$ cat src/rtl/dtq_ram.sv
// generic single-port-write, registered-read ram
module dtq_ram #(
    parameter int unsigned WIDTH = 8,
    parameter int unsigned DEPTH = 32
) (
    input  logic                     i_clk,
    input  logic                     i_we,
    input  logic [$clog2(DEPTH)-1:0] i_waddr,
    input  logic [WIDTH-1:0]         i_wdata,
    input  logic                     i_re,
    input  logic [$clog2(DEPTH)-1:0] i_raddr,
    output logic [WIDTH-1:0]         o_rdata
);

    logic [WIDTH-1:0] r_mem [DEPTH];
    logic [WIDTH-1:0] r_rdata;

    always_ff @(posedge i_clk) begin
        if (i_we) begin
            r_mem[i_waddr] <= i_wdata;
        end
        if (i_re) begin
            r_rdata <= r_mem[i_raddr];
        end
    end

    assign o_rdata = r_rdata;

endmodule

$ cat config.mk
export PLATFORM = sky130hd
export DESIGN_NAME = dtq_ram
export DESIGN_NICKNAME = d
export VERILOG_FILES = /design/src/rtl/dtq_ram.sv
export SDC_FILE = /design/constraint.sdc
export NUM_CORES = 1
export LEC_CHECK = 0
export ABC_CLOCK_PERIOD_IN_PS = 3250
export BUFFER_PORTS_ARGS = -buffer_cell sky130_fd_sc_hd__buf_2
export CAP_MARGIN = 20
export CORE_MARGIN = 1.5
export CORE_UTILIZATION = 53
export CTS_CLUSTER_DIAMETER = 60
export DETAILED_ROUTE_END_ITERATION = 12
export GPL_ROUTABILITY_DRIVEN = 0
export PLACE_DENSITY = 0.76
export RECOVER_POWER = 50
export SETUP_SLACK_MARGIN = 0.4
export SYNTH_ARGS = -nofsm -noshare
export SYNTH_HDL_FRONTEND = slang
export SYNTH_SLANG_ARGS = --single-unit
$ cat constraint.sdc
create_clock -name i_clk -period 3.25 [get_ports i_clk]
set_input_delay 0.65 -clock i_clk [delete_from_list [all_inputs] [get_ports i_clk]]
set_output_delay 0.65 -clock i_clk [all_outputs]
set_load 0.05 [all_outputs]
==> results of run 1 <==
registers in the layout, summed over array words and instances, names as in the netlist:
name     count
o_rdata      8
r_mem      256
power breakdown:
part / leakage, nW / total, mW / switching [mW] / internal, mW
Sequential: 2.38 / 3.82 / 0.0142 / 3.80
Combinational: 0.754 / 0.378 / 0.225 / 0.153
Clock: 0.340 / 2.51 / 1.11 / 1.39
Total: 3.48 / 6.70 / 1.35 / 5.35
final cells by class:
cell class	instances	area [um^2]	area share [%]
clock buffer	31	648	5.75
clock inverter	10	42.5	0.377
multi-input combinational	133	2100	18.6
sequential	264	7930	70.3
tap	234	293	2.60
timing repair buffer	40	267	2.36
metal layers:
layer	vias up	global-route usage, %
li1	1868	-
met1	2363	32.1
met2	252	31.7
met3	22	3.61
met4	0	5.48
met5	-	0
worst paths after layout:
path | end | startpoint | depth (start not counted)
worst max-delay path | o_rdata[1]$_DFFE_PP_ | i_raddr[0] | 5
worst min-delay path | o_rdata[2]$_DFFE_PP_ | i_raddr[3] | 2
worst max register to register | o_rdata[3]$_DFFE_PP_ | r_mem[22][3]$_DFFE_PP_ | 3
worst min register to register | o_rdata[6]$_DFFE_PP_ | r_mem[29][6]$_DFFE_PP_ | 3
worst max-delay path, delay by kind of cell:
family	cells	cell delay, ns
buf+inv	2	0.40
mux	3	1.39
per-stage QoR:
stage	instances	area [um^2]
floorplan	417	10100
global placement	671	10600
detailed placement	671	10600
CTS	712	11300
global route	712	11300
finish	712	11300
cell families (layout without fill, tap and decap cells):
family,Yosys count,in the layout,synth area share (%)
flops,264,264,78.2
simple gates,45,45,2.05
mux,88,88,18.7
buf+inv,20,81,1.05
placed cells by master (no fill, tap or decap):
| master | synthesis | layout |
|---|---|---|
| nand3_1 | 2 | 2 |
| or3b_2 | 3 | 3 |
| mux2_2 | 8 | 8 |
| edfxtp_1 | 264 | 264 |
| buf_12 | 0 | 4 |
| or3_1 | 1 | 1 |
| buf_4 | 6 | 8 |
| mux4_2 | 80 | 80 |
| nor2_1 | 33 | 33 |
| clkbuf_1 | 6 | 17 |
| clkinv_1 | 0 | 6 |
| buf_2 | 1 | 17 |
| nand3b_1 | 5 | 5 |
| nand2_1 | 1 | 1 |
| clkbuf_16 | 0 | 25 |
| clkinv_2 | 0 | 4 |
==> metrics, run 1 <==
Synth warnings 0; ant diodes 0; WL/cell 27.7 um; shortest period the worst path allows ~2.2 ns; Final setup viols 0; Synth Area per Inst 24.3 um^2; IO buf count 28; CTS sink cnt approximately 260; first-pass GRT wire length 29600 um; worst hold-check slack about 0.65 ns; worst clock skew 0.0109 ns; Main synth FF type edfxtp_1; synth top area cells edfxtp_1 (78%), mux4_2 (18%), nor2_1 (1.2%), mux2_2 (0.89%), buf_4 (0.44%); clock slew at reported path FFs 0.06 ns; CTS H-tree lvls 1; # fillers 1230; Detail Route met2 WL 9440 um; number of synthesized register bits 264; M1 wire length 8360 um; status finished with violations; HP Class input port to register; DP Worst Slack 0.471 ns; DRC Markers 0; cell mode on critical path mux4_2; failing checks capacitance limit, slew limit; Critical Path Source Type input port; hpwl dp 11700 um; max frequency 0.445 GHz; register area share after synthesis 78.2%; GRT overflow 0; Longest Clk Path Bufs 3; Slew Viols, Final 33; largest net degree at the start of global routing 65; Yosys top cell area share 78.2%; initial antenna violation count 0; post-synth top area cell edfxtp_1; Routed Antenna Nets 0; Unique masters post-synth 14; hold bufs inserted after CTS 0; Core Util, Final 60.3%; row count 50; Slowest cell on crit path mux4_2; setup ws final 1.00 ns; Die ar. 20000 um^2; die height roughly 140 um; commonest cells in the netlist edfxtp_1 (264), mux4_2 (80), nor2_1 (33); Arr. time, crit path roughly 2.5 ns; Worst EP required 3.50 ns; RSZ-0062 raised after global routing no; Num CTS Buffers 24; Routed WL just under 20000 um; Post-synth EDFFs 264; top sig layer met4; Ports 29; flop-to-flop setup slack roughly 1.3 ns; Initial Util 54.2%; capturing element type of the critical path register; async set-reset flop share out of synthesis 0%; fin crit share 69.1%; Root Buffer clkbuf_16; initial drt markers between 500 and 600; Max Fanout on Critical Path 36; max incr delay on CP 0.59 ns; Total Routing Usage GR 20.8%; max_slew headroom -1.50%; core region area 18700 um^2; PostCTS Resize Cnt 0; CP Cell Sequence buf_4 -> buf_12 -> mux4_2 -> mux4_2 -> mux2_2; synthesized netlist net count ~440; worst-skew pair later-pin latency roughly 0.51 ns; Synth-to-Final Area Change 11.3%; most common cell in the netlist edfxtp_1; cell area after synthesis 10100 um^2; CTS tree yes; Cells after Synth 417; Total Power between 6 and 7 mW; vias per cell 6.33; drt first pass iters 5; vias in the first global route 4649; max-cap violations 1; Worst-Margin Slew around 1.5 ns; Leak Pwr 3.48 nW; final setup TNS 0 ns; metal3 WL 1620 um; final net count just under 500; Chip Width 141 um; final hold violation count 0; maximum vdd ir drop 0.000332 V; Via Count around 4500; share of layout cells above drive strength 1 31.2%; Pwr Density 594 nW/um^2; Crit Path Category input port to register; post-CTS setup buffers 0
Power figures use the tool's default switching activity.
==> inputs of run 2 (changes only) <==
- ABC_AREA: default -> 1
- ABC_CLOCK_PERIOD_IN_PS: 3250 -> 2100
- PLACE_DENSITY: 0.76 -> 0.75
- clock period: 3.25 -> 2.1 ns (I/O delays scaled with it)
==> metrics, run 2 <==
Chip Width 146 um (+3.5%); hold bufs inserted after CTS 0 (unchanged); Slowest cell on crit path edfxtp_1; final hold violation count 0 (unchanged); register area share after synthesis 73.0% (-5.3 points); WL/cell 19.3 um (-30%); GRT overflow 0 (unchanged); max-cap violations 7 (+6); synthesized netlist net count 943 (+120%); Initial Util 53.9% (-0.30 points); RSZ-0062 raised after global routing no; die height 146 um (+3.5%); Unique masters post-synth 11 (-3); core region area 20200 um^2 (+7.8%); sequential share of power 54.3% (-2.7 points); max reg flops 256 (unchanged); global route hottest layer met2; worst-skew pair later-pin latency 0.52 ns (about the same); setup ws final 0.477 ns (-0.527 ns); Synth-to-Final Area Change 11.4% (about the same); GR Util met1 33.1% (+1.0 points); IO buf count 28 (unchanged); Max Fanout on Critical Path 1 (-97%); Post-synth EDFFs 264 (unchanged); post-CTS setup buffers 0 (unchanged); Ports 29 (unchanged); post-synth top area cell edfxtp_1; Worst EP required 1.68 ns (-1.82 ns); CTS H-tree lvls 1 (unchanged); share of layout cells above drive strength 1 9.94% (-21 points); Synth warnings 0 (unchanged); vias in the first global route 6789 (+46%); Pwr Density 899 nW/um^2 (+51%); M3 GR Usage 3.31% (-0.30 points); shortest period the worst path allows ~1.6 ns; Routed Antenna Nets 0 (unchanged); synth top area cells edfxtp_1 (73%), nand2_1 (12%), nand3_1 (9.4%), buf_6 (2.5%), nor2_1 (1.1%); Final setup viols 0 (unchanged); commonest cells after routing, fill and taps aside nand2_1 (360), edfxtp_1 (264), nand3_1 (204); HP Class input port to register; switching power 2.38 mW (+76%); Routed WL 24300 um (+23%); row count 52 (+4.0%); final setup TNS 0 ns (unchanged); most common cell after layout, fill and taps aside nand2_1; max incr delay on CP 0.40 ns (-0.19 ns); CP delay by family, top flip-flops; PostCTS Resize Cnt 0 (unchanged); Worst-Margin Slew 1.75 ns (+0.229 ns); Crit Path Category register to primary output; number of synthesized register bits 264 (unchanged); final net count 990 (+100%); worst hold-check slack 0.317 ns (-0.329 ns); Main synth FF type edfxtp_1; maximum vdd ir drop 0.00107 V (+220%); async set-reset flop share out of synthesis 0% (unchanged); CP Cell Sequence buf_2; most common cell in the netlist nand2_1; drt first pass iters 5 (unchanged); Yosys top cell area share 73.0% (-5.3 points); Cells after Synth 922 (+120%); DP Worst Slack 0.255 ns (-0.215 ns); most flop-heavy register r_mem; Root Buffer clkbuf_16; initial drt markers 774 (+37%); status finished with violations; clock slew at reported path FFs 0.06 ns (about the same); cell area after synthesis 10900 um^2 (+7.2%); max_slew headroom -16.8% (-15 points); clock power share 39.0% (+1.6 points); met2 Usage GRT 37.0% (+5.3 points); Slew Viols, Final 230 (+600%); Total Power 10.9 mW (+62%); failing checks capacitance limit, slew limit; initial antenna violation count 1 (+1); DRC Markers 0 (unchanged); sw frac 21.9% (+1.7 points); fin crit share slightly below 80%; largest net degree at the start of global routing 92 (+42%); CTS sink cnt 264 (unchanged); combinational fraction of design power 6.7% (+1.1 points); Total Routing Usage GR 23.0% (+2.1 points); vias per cell 5.60 (-12%); Longest Clk Path Bufs 3 (unchanged); Critical Path Source Type register; Via Count 7037 (+56%); commonest cells in the netlist nand2_1 (360), edfxtp_1 (264), nand3_1 (204); hpwl dp 14300 um (+22%); WP buf/inv 1 (-1); internal power 8.50 mW (+59%); Num CTS Buffers 25 (+4.2%); CTS tree yes; worst clock skew 0.0131 ns (+0.00218 ns); first-pass GRT wire length 37800 um (+28%); # fillers 1580 (+28%); Arr. time, crit path 1.20 ns (-1.30 ns); Leak Pwr 4.51 nW (+30%); Synth Area per Inst 11.8 um^2 (-51%); capturing element type of the critical path primary output; max frequency 0.616 GHz; Die ar. 21400 um^2 (+7.1%)
[run 2: cell count changes after synthesis, moves of 4 or more]
cell      delta
nand3_1    +202
buf_2       +14
buf_1        -4
nand3b_1     -5
mux2_2       -8
mux4_2      -80
nand2_1    +359
inv_1        +8
buf_6       +23
[run 2: per-layer routing]
| layer | up-vias | routed length, um |
|---|---|---|
| met5 | - | 0 |
| met4 | 0 | 566 |
| met3 | 43 | 1840 |
| met2 | 299 | 11500 |
| met1 | 3400 | 10400 |
| li1 | 3295 | - |
[run 2: power groups by stage]
stage                     Clock [mW]  Sequential, mW  Combinational [mW]
after global placement             0            6.02               0.714
after detailed placement           0            6.02               0.725
after CTS                       4.28            5.90               0.729
after global routing            4.49            5.91               0.801
after floorplan                    0            6.06               0.422
final                           4.24            5.91               0.727
[run 2: area by class of cell]
class / count / area (um^2) / area share (%)
timing repair buffer: 72 / 544 / 4.50
clock buffer: 31 / 648 / 5.36
sequential: 264 / 7930 / 65.5
antenna: 1 / 2.50 / 0.0207
multi-input combinational: 596 / 2490 / 20.6
clock inverter: 13 / 111 / 0.920
tap: 270 / 338 / 2.79
inverter: 10 / 38.8 / 0.320
[run 2: cells by family after synthesis]
group	synth area share [%]
flops	73.0
buf+inv	4.11
simple gates	22.9
[run 2: metrics by stage]
step / utilization, % / area (um^2) / instances
final: 60.0 / 12100 / 1257
after CTS: 60.1 / 12100 / 1256
after global routing: 60.0 / 12100 / 1256
after detailed placement: 56.3 / 11400 / 1212
after floorplan: - / 10900 / 922
after global placement: 56.3 / 11400 / 1212
[run 2: worst paths after layout]
kind	startpoint	end	slack, ns	depth (start not counted)
hold reg to reg	r_mem[26][2]$_DFFE_PP_	o_rdata[2]$_DFFE_PP_	0.86	8
setup reg to reg	r_mem[3][1]$_DFFE_PP_	o_rdata[1]$_DFFE_PP_	0.78	8
hold / removal	i_raddr[4]	o_rdata[3]$_DFFE_PP_	0.32	3
setup / recovery	o_rdata[1]$_DFFE_PP_	o_rdata[1]	0.48	1
[run 2: tightest hold or removal path, cell delays in order]
cell	delay, ns
buf_2	0.18
nand2_1	0.07
nand2_1	0.06
==> inputs of run 3 (changes only) <==
- ABC_CLOCK_PERIOD_IN_PS: 2100 -> 1500
- clock period: 2.1 -> 1.5 ns (I/O delays scaled with it)
==> metrics, run 3 (synthesis results as in run 2) <==
vias per cell 5.68 (+1.5%); IO buf count 28 (unchanged); RSZ-0062 raised after global routing yes; CTS H-tree lvls 1 (unchanged); worst clock skew 0.00789 ns (-0.00519 ns); most common cell after layout, fill and taps aside nand2_1; FF-to-FF path depth 8 (unchanged); Total Routing Usage GR 24.7% (+1.7 points); DRC Markers 0 (unchanged); die height 146 um (unchanged); flop-to-flop setup slack 0.25 ns (-0.53 ns); Slew Viols, Final 33 (-86%); final net count 1026 (+3.6%); ant diodes 0 (-1); post-CTS setup buffers 0 (unchanged); max frequency 0.660 GHz; Initial Util 53.9% (unchanged); Routed Antenna Nets 0 (unchanged); max_slew headroom -4.98% (+12 points); HP Class input port to register; Hold Path Stages 3 (unchanged); Post-Place Cells 1246 (+2.8%); Final Non-Filler Cells 1293 (+2.9%); fin crit share 101%; largest net degree at the start of global routing 70 (-24%); most flop-heavy register r_mem; DP Worst Slack -0.187 ns (-0.442 ns); maximum vdd ir drop 0.000929 V (-14%); CTS sink cnt 264 (unchanged); WP buf/inv 1 (unchanged); Ports 29 (unchanged); Via Count 7345 (+4.4%); row count 52 (unchanged); worst-skew pair later-pin latency 0.53 ns (about the same); Crit Path Category register to primary output; drt first pass iters 5 (unchanged); Chip Width 146 um (unchanged); Longest Clk Path Bufs 3 (unchanged); share of layout cells above drive strength 1 20.8% (+11 points); final hold violation count 0 (unchanged); Pwr Density 1210 nW/um^2 (+35%); # fillers 1490 (-5.7%); first-pass GRT wire length 40200 um (+6.5%); Worst EP required 1.20 ns (-0.48 ns); GRT overflow 0 (unchanged); max reg flops 256 (unchanged); WL/cell 20.0 um (+3.5%); initial antenna violation count 0 (-1); Arr. time, crit path 1.22 ns (+0.02 ns); initial drt markers 710 (-8.3%); shortest period the worst path allows roughly 1.5 ns; top sig layer met4; M1 wire length 10300 um (-0.32%); max incr delay on CP 0.49 ns (+0.09 ns); Slowest cell on crit path edfxtp_1; commonest cells after routing, fill and taps aside nand2_1 (334), edfxtp_1 (264), nand3_1 (163); Leak Pwr 4.87 nW (+8.0%); dpl cell area 11900 um^2 (+4.4%); max-cap violations 1 (-6); Total Power 15.6 mW (+44%); Die ar. 21400 um^2 (unchanged); hpwl dp 15400 um (+7.7%); clock slew at reported path FFs 0.06 ns (about the same); failing checks capacitance limit, slew limit, setup timing; post-route cell area 12900 um^2 (+6.5%); core region area 20200 um^2 (unchanged); Final setup viols 2 (+2); metal3 WL 2040 um (+10%); vias in the first global route 7346 (+8.2%); Worst-Margin Slew 1.57 ns (-0.177 ns); Core Util, Final 63.9% (+3.9 points); CP delay by family, top flip-flops; Max Fanout on Critical Path 1 (unchanged); capturing element type of the critical path primary output; Detail Route met2 WL 12800 um (+11%); Routed WL 25900 um (+6.5%); CTS tree yes; CP Cell Sequence buf_6; stages on the worst setup path 1 (unchanged); Num CTS Buffers 27 (+8.0%); Critical Path Source Type register; status finished with violations; Synth-to-Final Area Change 18.6%; setup ws final -0.0159 ns (-0.493 ns); Root Buffer clkbuf_16
[run 3: timing repair]
item,4_1_cts,5_1_grt
pin swaps,41,42
setup endpoints to repair,16,16
gates resized for setup,45,37
hold buffers,0,0
hold endpoints to repair,0,0
[run 3: final timing paths]
path	startpoint	end
worst max register to register	r_mem[3][2]$_DFFE_PP_	o_rdata[2]$_DFFE_PP_
worst min register to register	r_mem[11][0]$_DFFE_PP_	o_rdata[0]$_DFFE_PP_
worst min-delay path	i_raddr[4]	o_rdata[5]$_DFFE_PP_
worst max-delay path	o_rdata[0]$_DFFE_PP_	o_rdata[0]
[run 3: cell type report]
| cell class | instances | area (um^2) | share of cell area (%) |
|---|---|---|---|
| clock inverter | 14 | 93.8 | 0.728 |
| tap | 270 | 338 | 2.62 |
| inverter | 10 | 53.8 | 0.417 |
| multi-input combinational | 596 | 2780 | 21.6 |
| timing repair buffer | 106 | 1000 | 7.76 |
| sequential | 264 | 7930 | 61.5 |
| clock buffer | 33 | 698 | 5.42 |
[run 3: through the flow]
step | TNS (ns) | hold slack [ns]
floorplan | 0 | 0.399
global placement | -1.07 | 0.680
detailed placement | -1.23 | 0.686
CTS | -0.00392 | 0.149
global route | -0.357 | 0.269
finish | -0.0288 | 0.249
[run 3: metal layers]
layer	global-route usage, %	up-vias
li1	-	3372
met5	0	-
met4	8.28	0
met1	32.5	3566
met2	41.7	347
met3	4.63	60
[run 3: power breakdown]
group          internal, mW  switching [mW]
combinational         0.404           0.838
clock                  3.46            2.66
sequential             8.24          0.0404
total                  12.1            3.54
